===== src/kmnc_pkg.sv =====
// kmnc_pkg: shared types, constants and helpers for the nearest-center block
// no dependencies; imported by every module of the block
`timescale 1ns / 1ps

package kmnc_pkg;

  localparam int DEF_MAX_CENTERS = 16;
  localparam int DEF_DIMS        = 16;

  localparam int COORD_W = 16;
  localparam int IDX_W   = 4;
  localparam int WGT_W   = 16;
  localparam int SQ_W    = 32;
  localparam int DIST_W  = 36;
  localparam int PROD_W  = DIST_W + WGT_W;
  localparam int COST_W  = 64;
  localparam int CFG_W   = 5;
  localparam int APB_AW  = 3;
  localparam int APB_DW  = 32;

  localparam logic [CFG_W-1:0]  CFG_RESET = 5'd16;
  localparam logic [DIST_W-1:0] DIST_MAX  = '1;
  localparam logic [COST_W-1:0] COST_MAX  = '1;

  // register word index, taken from paddr[2]
  localparam logic REG_CENTERS_IN_USE = 1'b0;

  typedef enum logic [1:0] {
    REQ_LOAD  = 2'd0,
    REQ_POINT = 2'd1,
    REQ_CLEAR = 2'd2,
    REQ_NONE  = 2'd3
  } req_t;

  typedef struct packed {
    logic [1:0]                req_type;
    logic [IDX_W-1:0]          center_index;
    logic [IDX_W-1:0]          coord_index;
    logic signed [COORD_W-1:0] coord_value;
    logic [WGT_W-1:0]          point_weight;
    logic                      last_coord;
  } in_word_t;

  typedef struct packed {
    logic [IDX_W-1:0]  nearest_center;
    logic [DIST_W-1:0] min_distance;
    logic [COST_W-1:0] running_cost;
  } out_word_t;

  // controller to datapath
  typedef struct packed {
    logic accept;      // capture point coordinate, restart center counter
    logic load_wr;     // write center coordinate from the input word
    logic clear_cost;
    logic issue;       // read center store for current center, advance
    logic mul;         // weight times best distance
    logic emit;        // load result register, update cost, clear partials
  } cmd_t;

  // datapath to controller
  typedef struct packed {
    logic issue_last;
    logic out_free;
  } sts_t;

  function automatic int clog2_min1(input int v);
    return (v > 1) ? $clog2(v) : 1;
  endfunction

endpackage


===== src/kmnc_ctrl.sv =====
// kmnc_ctrl: sequencer for loads, clears and per-coordinate center passes
// depends on kmnc_pkg for command and status structs
`timescale 1ns / 1ps

module kmnc_ctrl (
  input  logic            clk,
  input  logic            rst_n,
  input  logic            in_valid,
  input  logic [1:0]      req_type,
  input  logic            last_coord,
  input  kmnc_pkg::sts_t  sts,
  output logic            in_stall,
  output kmnc_pkg::cmd_t  cmd
);
  import kmnc_pkg::*;

  typedef enum logic [2:0] {
    ST_IDLE,
    ST_PASS,
    ST_W1,
    ST_W2,
    ST_MUL,
    ST_EMIT
  } state_t;

  state_t state_r;
  logic   last_r;
  logic   acc;

  always_comb begin
    in_stall       = (state_r != ST_IDLE);
    acc            = in_valid && !in_stall;
    cmd.accept     = acc && (req_type == REQ_POINT);
    cmd.load_wr    = acc && (req_type == REQ_LOAD);
    cmd.clear_cost = acc && (req_type == REQ_CLEAR);
    cmd.issue      = (state_r == ST_PASS);
    cmd.mul        = (state_r == ST_MUL);
    cmd.emit       = (state_r == ST_EMIT) && sts.out_free;
  end

  always_ff @(posedge clk) begin
    if (!rst_n) begin
      state_r <= ST_IDLE;
      last_r  <= 1'b0;
    end else begin
      case (state_r)
        ST_IDLE: begin
          if (cmd.accept) begin
            state_r <= ST_PASS;
            last_r  <= last_coord;
          end
        end
        ST_PASS: begin
          if (sts.issue_last) begin
            state_r <= ST_W1;
          end
        end
        ST_W1: begin
          state_r <= ST_W2;
        end
        // last partial sum and running minimum settle at the end of this cycle
        ST_W2: begin
          state_r <= last_r ? ST_MUL : ST_IDLE;
        end
        ST_MUL: begin
          state_r <= ST_EMIT;
        end
        ST_EMIT: begin
          if (sts.out_free) begin
            state_r <= ST_IDLE;
          end
        end
        default: begin
          state_r <= ST_IDLE;
        end
      endcase
    end
  end

  a_pass_ends: assert property (@(posedge clk) disable iff (!rst_n)
    (state_r == ST_PASS && sts.issue_last) |=> (state_r == ST_W1))
    else $error("center pass did not end after last center");

  a_stall_cause: assert property (@(posedge clk) disable iff (!rst_n)
    $rose(in_stall) |-> $past(cmd.accept))
    else $error("stall raised without a point word accepted");

endmodule


===== config.mk =====
export PLATFORM = sky130hd
export DESIGN_NAME = kmnc_ctrl
export DESIGN_NICKNAME = d
export VERILOG_FILES = /design/src/kmnc_pkg.sv /design/src/kmnc_ctrl.sv
export SDC_FILE = /design/constraint.sdc
export NUM_CORES = 1
export LEC_CHECK = 0
export ABC_AREA = 1
export CORE_AREA = 2 2 39 41
export DETAILED_ROUTE_END_ITERATION = 10
export DIE_AREA = 0 0 41 43
export DONT_BUFFER_PORTS = 1
export GPL_ROUTABILITY_DRIVEN = 0
export PLACE_DENSITY = 0.36
export SETUP_SLACK_MARGIN = 0.4
export SYNTH_ARGS = -nofsm -noshare
export SYNTH_HDL_FRONTEND = slang
export SYNTH_SLANG_ARGS = --single-unit

===== constraint.sdc =====
create_clock -name clk -period 1.7 [get_ports clk]
set_input_delay 0.085 -clock clk [delete_from_list [all_inputs] [get_ports clk]]
set_output_delay 0.085 -clock clk [all_outputs]
set_load 0.02 [all_outputs]

# Word-level counts from Yosys, hierarchy flattened
# Cells that the tools add are included.
# totals
ff_bits	4
inputBits	8
output_inout_bits	7
elab_cells	28
# classes
eq_ne	10
mux	5
reduce_logical	11
# ops
op	n
$pmux 3 s6	1
$mux 3	4
$eq 3x2->1 const B	2
$eq 3x3->1 const B	2
$ne 2x2->1 const B	3
$logic_and 1x1->1	5
$eq 3x1->1 const B	1
$logic_not 3->1	1
$reduce_and 3->1	1
$reduce_bool 3->1	1
$eq 2x1->1 const B	1
$eq 2x2->1 const B	1
$logic_not 2->1	1
$reduce_and 2->1	1
$logic_not 1->1	1

# Depth between registers and ports, before layout
# Gate-level depths: netlist of the first run.
# depth
depth_word	6
mapped_depth	8
ltp_nobuf	7

# Worst setup path before layout of the first run
# No wires, ideal clock.
# synth_timing
kind	register to output
startpoint	register state_r[0]
endpoint	output port cmd[3] in the netlist's numbering
t_arrival_ns	1.135
slack_ns	0.480
stages_incl_launch_ff	7
path_buffers	1
cell_sequence	dfxtp_1 buf_6 clkinv_2 nand2_2 nor2_4 nand2_1 nor3_1
# synth_rtl
element	line_no	rtl
start: declaration	kmnc_ctrl.sv:26	state_t state_r;
start signal: assignment	kmnc_ctrl.sv:63	state_r <= last_r ? ST_MUL : ST_IDLE;
end: declaration	kmnc_ctrl.sv:13	output kmnc_pkg::cmd_t cmd

==> reports/metrics.yaml, run 1 <==
cells_and_area:
  layout_common_cells: "inv_1, nor2_1, nand2_1"
  fin_util: 0.281
  final_design_area_no_fill_um2: 389
  nets: 66
  final_common_cell: "inv_1"
  final_cells: 72
  drive_gt1_frac: 0.339
  n_antenna_cell: 0
  area_growth_pct: 32.9
job:
  maxCapViolations: 0
synthesis:
  yosysTopAreaCell: "dfxtp_1"
  seq_area_frac_synth: 0.274
  avgSynthCellArea_um2: 6.10
  syn_nets: 56
  synth_area_um2: 293
  yosysWarningCount: 0
  synth_area_leaders: "dfxtp_1, inv_1, nand2_1, nor2_1, nand3_1"
  ys_ff_latch: 4
  yosysTopAreaCellShare: 0.274
  syn_inst: 48
  yosys.cell_types.count: 16
min_path:
  hold_start: "last_coord"
  min_to: "last_r"
  hold_depth: 2
  min_path_type: "input port to flip-flop"
worst_setup_path:
  crit_type: "flip-flop to primary output"
  worstRegToRegCells: 5
  r2r_setup_slack_ns: 0.69
  cp-start-kind: "flip-flop"
  cp.arrival_ns: 1.15
  required_ns: 1.62
  r2r_end: "state_r[1]"
  worst_setup_path_end_kind: "primary output"
  r2r_start: "state_r[2]"
  startpoint: "state_r[1]"
  cp_max_fo: 5
grt:
  grt_max_degree: 9
  grt_pass1_wl_um: 1000
  grt_use_total: 0.0864
  grt_pass1_vias: 253
  gr-total-overflow: 0
  antenna_found_initial: 0
route:
  via_per_inst: 4.33
  antenna_left: 0
  wire_per_inst_um: 8.94
  drt-total-wl_um: 644
  drtIter0Drc: 8
  drc: 0
  drt_pass1_iterations: 4
  via_count: 312
sta:
  hold_viol: 0
  relSlewSlack: 0.746
  clock_skew_ns: 0.0000681
  rsz0062_at_grt: "true"
  tns_ns: 0
  setup_viol: 0
  fmax_mhz: 808
  drv_slew: 0
  tightest_slew_ns: 0.380
  layout_setup_ws_ns: 0.462
  finalCritPeriodShare: 0.728
  fin_crit_ns: 1.24
clock_network:
  cts_inserted_buffers: 3
  h-tree-depth: 1
  cts-root-buf: "clkbuf_4"
  insertion_delay_ns: 0.23
  cts_tree: "done"
  clockBufferDepth: 2
  clock-sinks: 4
  path_clk_slew_ns: 0.04
pwr:
  leakage_uw: 0.000213
  vdd_drop_max_v: 0.000250
  p_per_area_nw_per_um2: 790
floorplanning:
  die_y_um: 43
  rows: 14
  start_util: 0.212
  die_w_um: 41
  num_io_pins: 15
  dieArea_um2: 1760
  fp.coreArea_um2: 1380
place:
  pre_cts_ws_ns: 0.595
  post-dp-hpwl_um: 507
  portBuffers: 0
  place_area_um2: 317
  placedCellCount: 65
run_status:
  outcome: "complete, no violations"
[worst max path at each step]
stage	endpoint	slack [ns]	cells after the start
after floorplan	cmd[3]	0.48	6
after global placement	cmd[3]	0.60	6
after detailed placement	state_r[1]	0.60	6
after CTS	cmd[3]	0.41	6
after global routing	cmd[3]	0.37	6
final	cmd[3]	0.46	6
[state kept, by name (all words and copies together) (netlist names)]
signal	flops
last_r	1
state_r	3
[layout make-up]
type / count / area (µm²)
inverter: 14 / 53.8
multi-input combinational: 29 / 160
timing repair buffer: 6 / 47.5
clock buffer: 3 / 22.5
sequential: 4 / 85.1
fill: 162 / 995
tap: 16 / 20.0
[timing repair]
| action | CTS | global route |
|---|---|---|
| pin swaps | 0 | 0 |
| setup endpoints to repair | 2 | 2 |
| hold endpoints to repair | 1 | 0 |
| resized for setup | 2 | 4 |
| gates cloned | 0 | 0 |
| hold buffers | 1 | 0 |
| buffers inserted | 1 | 2 |
[critical path: stages (launching register included)]
cell,delay [ns]
dfxtp_2,0.33
inv_2,0.06
nand2_2,0.06
nor2_4,0.12
nand2_2,0.08
nor3_2,0.11
buf_4,0.16
[Yosys cell counts]
library cell	count
nor3_1	2
nor2_4	1
nor2_1	6
nand2_1	7
nand2_2	1
clkinv_2	1
dfxtp_1	4
buf_6	1
o21ai_0	1
nand3_1	4
inv_2	2
inv_1	11
nand3b_2	1
nand4_1	3
a21oi_1	2
a31oi_1	1
[power by group]
| group | switching (µW) | leakage (µW) | internal [µW] | total, µW |
|---|---|---|---|---|
| Combinational | 51.6 | 0.000166 | 33.3 | 84.9 |
| Sequential | 6.95 | 0.0000337 | 101 | 108 |
| Clock | 35.8 | 0.0000138 | 78.8 | 115 |
[metrics by stage]
step | hold WS (ns) | power (µW)
after floorplan | 0.205 | 173
after global placement | 0.212 | 179
after detailed placement | 0.216 | 180
after CTS | 0.00670 | 303
after global routing | 0.0283 | 336
final | 0.0146 | 307
[layer usage]
metal	track usage	routed length [µm]
met5	0	0
met4	0.0800	0
met1	0.103	303
met3	0.0314	20
met2	0.113	320
[kinds of logic (layout without fill, tap and decap cells)]
| group | after synthesis | in the layout | share of synthesized area |
|---|---|---|---|
| compound gates | 4 | 4 | 0.0726 |
| buf+inv | 15 | 23 | 0.222 |
| flops | 4 | 4 | 0.274 |
| simple gates | 25 | 25 | 0.432 |
(Power assumes the default switching activity.)
==> run 2: changes to the inputs <==
- ABC_AREA: 1 -> 0
- PLACE_DENSITY: 0.36 -> 0.34
- clock period: 1.7 -> 1.3 ns (I/O delays scaled with it)
==> run 2 against run 1 <==
Compared with the run above:
- the run now ends with setup timing left
- area after synthesis decreased by 8.1%
- clock power up 36%
- die area is the same
- sequential cell count stayed put
- final area increased by 26%
- utilization grew 7.2 points
- routed wire length is 16% higher
- clock-buffer cell count unchanged
- setup slack got worse by 0.59 ns
- critical path type unchanged
- largest cell class unchanged
==> reports/metrics.yaml, run 2 <==
pwr:
  leakage_uw: 0.000207  # -3.0%
  clockPowerShare: 0.372  # about the same
  p_seq_frac: 0.319  # -0.032
  p_switching_uw: 118  # +25%
  p_int_uw: 302  # +42%
  vdd_drop_max_v: 0.000554  # +120%
  p_per_area_nw_per_um2: 859  # +8.7%
  p_sw_frac: 0.281  # -0.0254
  combPwrFrac: 0.309  # +0.033
route:
  drt_pass1_iterations: 1  # -3
  drtIter0Drc: 0  # -8
  drt-total-wl_um: 749  # +16%
  via_per_inst: 4.63  # +7.0%
  drc: 0  # unchanged
  antenna_left: 0  # unchanged
  via_count: 292  # -6.4%
  wire_per_inst_um: 11.9  # +33%
grt:
  grt_max_degree: 9  # unchanged
  grt_pass1_vias: 277  # +9.5%
  grt_pass1_wl_um: 1130  # +13%
  grt_use_total: 0.101  # +0.0150
  antenna_found_initial: 0  # unchanged
  gr-total-overflow: 0  # unchanged
job:
  maxCapViolations: 0  # unchanged
sta:
  fmax_mhz: 699
  fin_crit_ns: 1.43
  clock_skew_ns: 0.00319  # +0.00312 ns
  fin_hold_ws_ns: 0.0485  # +0.0339 ns
  setup_viol: 3  # +3
  finalCritPeriodShare: 1.10
  rsz0062_at_grt: "true"
  layout_setup_ws_ns: -0.131  # -0.593 ns
  tns_ns: -0.233  # -0.233 ns
  drv_slew: 0  # unchanged
  relSlewSlack: 0.832  # +0.0860
  tightest_slew_ns: 0.252  # -0.128 ns
  hold_viol: 0  # unchanged
floorplanning:
  dieArea_um2: 1760  # unchanged
  start_util: 0.194  # -0.0172
  die_w_um: 41  # unchanged
  rows: 14  # unchanged
  die_y_um: 43  # unchanged
  fp.coreArea_um2: 1380  # unchanged
  num_io_pins: 15  # unchanged
cells_and_area:
  n_antenna_cell: 0  # unchanged
  fin_util: 0.354  # +0.0723
  drive_gt1_frac: 0.617  # +0.278
  final_cells: 63  # -13%
  largest_reg_flops: 3  # unchanged
  n_fill_cell: 147  # -9.3%
  top_regs: "state_r: 3 flops, last_r: 1 flops"
  final_common_cell: "buf_4"
  final_design_area_no_fill_um2: 489  # +26%
  nets: 57  # -14%
  area_growth_pct: 81.9
  layout_common_cells: "buf_4, buf_6"
  regMostFlops: "state_r"
worst_setup_path:
  cp_max_fo: 5  # unchanged
  cp-start-kind: "flip-flop"
  required_ns: 1.24  # -0.38 ns
  cp.arrival_ns: 1.37  # +0.22 ns
  worst_setup_path_end_kind: "primary output"
  crit_type: "flip-flop to primary output"
run_status:
  failed_checks: "setup timing"
  outcome: "finished, violations left"
min_path:
  min_path_type: "input port to flip-flop"
clock_network:
  clockBufferDepth: 2  # unchanged
  cts_inserted_buffers: 3  # unchanged
  cts-root-buf: "clkbuf_4"
  cts_tree: "done"
  path_clk_slew_ns: 0.04  # about the same
  clock-sinks: 4  # unchanged
  h-tree-depth: 1  # unchanged
  insertion_delay_ns: 0.23  # about the same
synthesis:
  yosysWarningCount: 0  # unchanged
  ys_ff_latch: 4  # unchanged
  synth_area_leaders: "dfxtp_1, buf_6, nand2_1, a21o_1, nor4b_2"
  yosysTopAreaCellShare: 0.298  # +0.0242
  synthTopCellsByCount: "nand2_1, dfxtp_1"
  syn_nets: 40  # -29%
  async_flop_share: 0  # unchanged
  syn_inst: 32  # -33%
  seq_area_frac_synth: 0.298  # +0.0242
  yosys.cell_types.count: 19  # +3
  yosysTopAreaCell: "dfxtp_1"
  avgSynthCellArea_um2: 8.41  # +38%
  synth_most_common_cell: "nand2_1"
  synthFlopType: "dfxtp_1"
  synth_area_um2: 269  # -8.1%
  synth-edff-count: 0  # unchanged
place:
  post-dp-hpwl_um: 514  # +1.4%
  placedCellCount: 53  # -18%
  place_area_um2: 333  # +5.1%
  portBuffers: 0  # unchanged
run 2: area by class of cell:
class	count	area [µm²]	share of cell area
inverters	2	12.5	0.0256
well taps	16	20.0	0.0409
clock buffers	3	22.5	0.0460
multi-input cells	24	219	0.448
flip-flops and latches	4	83.8	0.171
repair buffers	14	131	0.269
run 2: per-layer routing:
| layer | GRT usage | share of wire | vias up |
|---|---|---|---|
| met3 | 0.0681 | 0.095 | 2 |
| li1 | - | - | 143 |
| met1 | 0.106 | 0.39 | 132 |
| met4 | 0.0600 | 0.019 | 0 |
| met5 | 0 | 0 | - |
| met2 | 0.144 | 0.50 | 15 |
run 2: what timing repair did:
| action | 4_1_cts | 5_1_grt |
|---|---|---|
| resized for setup | 21 | 3 |
| pin swaps | 5 | 5 |
| setup buffers | 3 | 1 |
| endpoints found under the setup margin | 11 | 11 |
| hold buffers | 2 | 1 |
| endpoints found under the hold margin | 2 | 2 |
run 2: power groups by stage:
| stage | sequential [µW] | combinational (µW) | clock (µW) |
|---|---|---|---|
| 2_1_floorplan | 134 | 72.8 | 0 |
| 5_1_grt | 135 | 138 | 175 |
| 3_3_place_gp | 135 | 83.3 | 0 |
| 6_report | 134 | 130 | 156 |
| 3_5_place_dp | 134 | 84.2 | 0 |
| 4_1_cts | 134 | 115 | 164 |
run 2: final timing paths:
path,from,to,slack [ns],cells after the start
hold / removal,sts[1],state_r[0],0.05,2
hold reg to reg,last_r,last_r,0.47,2
setup reg to reg,state_r[2],state_r[0],0.08,4
setup / recovery,state_r[2],cmd[4],-0.13,3
run 2: through the flow:
step	worst slack (ns)	power (µW)
CTS	-0.145	414
global placement	0.0459	218
floorplan	-0.0496	207
finish	-0.131	420
detailed placement	0.0196	218
global route	-0.184	448
run 2: kinds of logic (layout without fill, tap and decap cells):
logic type / Yosys count / in the layout / share of synthesized area
AOI/OAI and AO/OA: 6 / 6 / 0.144
muxes: 1 / 1 / 0.0372
DFF: 4 / 4 / 0.298
buffers and inverters: 4 / 19 / 0.112
and+or+nand+nor: 17 / 17 / 0.409
run 2: critical path, cell delays in order (launching register included):
cell and delay [ns]:
dfxtp_2 0.31, or3_4 0.43, nor4b_4 0.21, buf_4 0.17
==> run 3: changes to the inputs <==
- clock period: 1.3 -> 1.71 ns (I/O delays scaled with it)
==> run 3 against run 2 <==
Compared with the run above:
- the run now ends clean
- clock-buffer cell count stayed put
- clock skew is 0.0031 ns higher
- clock power is 23% lower
- first-iteration DRC count is 6 higher
- worst hold slack worse by 0.0052 ns
- register-to-register slack better by 0.35 ns
- utilization is 7.9 points lower
- cell count is 11% lower
- via count is 10% lower
- combinational power is 53% lower
- global-route usage is 1.6 points lower
==> reports/metrics.yaml, run 3 (synthesis gave the netlist of run 2 again) <==
run_status:
  outcome: "complete, no violations"
worst_setup_path:
  slowest_delay_ns: 0.47  # +0.04 ns
  cp_max_fo: 5  # unchanged
  worstRegToRegCells: 4  # unchanged
  cp.arrival_ns: 1.41  # +0.04 ns
  cp-start-kind: "flip-flop"
  required_ns: 1.62  # +0.38 ns
  r2r_end: "last_r"
  r2r_setup_slack_ns: 0.43  # +0.35 ns
  worst_setup_path_end_kind: "primary output"
  crit_path_end: "cmd[4]"
  crit_slowest_cell: "or3_4"
  r2r_start: "state_r[2]"
  crit_type: "flip-flop to primary output"
  cp_cell_sequence: "or3_4 > nor4b_4"
  startpoint: "state_r[2]"
sta:
  clock_skew_ns: 0.00633  # +0.00314 ns
  drv_slew: 0  # unchanged
  tns_ns: 0  # +0.233 ns
  fmax_mhz: 670
  relSlewSlack: 0.743  # -0.0886
  rsz0062_at_grt: "true"
  finalCritPeriodShare: 0.873
  setup_viol: 0  # -3
  tightest_slew_ns: 0.384  # +0.131 ns
  fin_crit_ns: 1.49
  hold_viol: 0  # unchanged
route:
  antenna_left: 0  # unchanged
  drt_pass1_iterations: 4  # +3
  drt-total-wl_um: 648  # -13%
  via_per_inst: 4.68  # +0.94%
  drc: 0  # unchanged
  via_count: 262  # -10%
  wire_per_inst_um: 11.6  # -2.7%
  drtIter0Drc: 6  # +6
cells_and_area:
  nets: 50  # -12%
  final_common_cell: "nand2_1"
  top_regs: "state_r: 3 flops, last_r: 1 flops"
  largest_reg_flops: 3  # unchanged
  layout_common_cells: "nand2_1, clkbuf_4, dlygate4sd3_1, buf_4"
  n_antenna_cell: 0  # unchanged
  n_fill_cell: 156  # +6.1%
  final_cells: 56  # -11%
  fin_util: 0.275  # -0.0787
  area_growth_pct: 41.4
  regMostFlops: "state_r"
  drive_gt1_frac: 0.375  # -0.242
  final_design_area_no_fill_um2: 380  # -22%
pwr:
  vdd_drop_max_v: 0.000242  # -56%
  p_per_area_nw_per_um2: 749  # -13%
  leakage_uw: 0.000161  # -22%
floorplanning:
  die_w_um: 41  # unchanged
  rows: 14  # unchanged
  num_io_pins: 15  # unchanged
  dieArea_um2: 1760  # unchanged
  start_util: 0.194  # unchanged
  fp.coreArea_um2: 1380  # unchanged
  die_y_um: 43  # unchanged
place:
  portBuffers: 0  # unchanged
  placedCellCount: 47  # -11%
  place_area_um2: 288  # -14%
min_path:
  min_path_type: "input port to flip-flop"
  hold_start: "rst_n"
grt:
  grt_max_degree: 10  # +1
  gr-total-overflow: 0  # unchanged
  grt_pass1_vias: 253  # -8.7%
  grt_pass1_wl_um: 972  # -14%
  grt_use_total: 0.0852  # -0.0162
  antenna_found_initial: 0  # unchanged
clock_network:
  clock-sinks: 4  # unchanged
  clockBufferDepth: 2  # unchanged
  path_clk_slew_ns: 0.04  # about the same
  cts_inserted_buffers: 3  # unchanged
  h-tree-depth: 1  # unchanged
  cts-root-buf: "clkbuf_4"
  cts_tree: "done"
  insertion_delay_ns: 0.24  # about the same
job:
  maxCapViolations: 0  # unchanged
[run 3: cell count changes in the layout (fill, tap and decap cells not counted), sizes merged]
cell,delta
buf,-7
[run 3: how the worst min path moves through the flow]
stage	to	slack (ns)	cells after the start
final	state_r[2]	0.04	2
after global routing	state_r[2]	0.05	2
after floorplan	cmd[4]	0.21	1
after CTS	state_r[2]	0.03	2
after detailed placement	cmd[4]	0.21	1
after global placement	cmd[4]	0.21	1
[run 3: stage by stage]
step | hold slack [ns] | total power [µW] | setup slack, ns
after floorplan | 0.208 | 157 | 0.360
after global placement | 0.210 | 153 | 0.263
after detailed placement | 0.211 | 153 | 0.247
after CTS | 0.0315 | 290 | 0.135
after global routing | 0.0509 | 299 | 0.180
final | 0.0433 | 285 | 0.218
[run 3: where the power goes]
part | internal, µW | leakage (µW) | switching (µW)
registers | 98.1 | 0.0000342 | 6.09
logic | 28.5 | 0.000113 | 32.1
clock network | 78.7 | 0.0000138 | 41.5
[run 3: repair_timing]
action,CTS,global route
endpoints found under the hold margin,2,0
buffers inserted,3,0
pin swaps,2,1
gates cloned,0,0
hold buffers,3,0
gates resized for setup,6,1
endpoints found under the setup margin,6,5
[run 3: final cells by class]
type | instances | area, µm² | area share
flip-flops and latches | 4 | 86.3 | 0.227
repair buffers | 7 | 63.8 | 0.168
well taps | 16 | 20.0 | 0.0526
multi-input cells | 24 | 180 | 0.474
clock buffers | 3 | 22.5 | 0.0592
inverters | 2 | 7.51 | 0.0197
[run 3: layer usage]
layer,vias up,GRT usage,share of wire
met1,118,0.105,0.38
li1,128,-,-
met3,0,0.0366,0.14
met2,16,0.103,0.47
met4,0,0.0800,0
met5,-,0,0
[run 3: worst max-delay path: cells and delay by family (launching register included)]
family,cells,cell delay (ns)
simple gates,2,0.85
flops,1,0.32
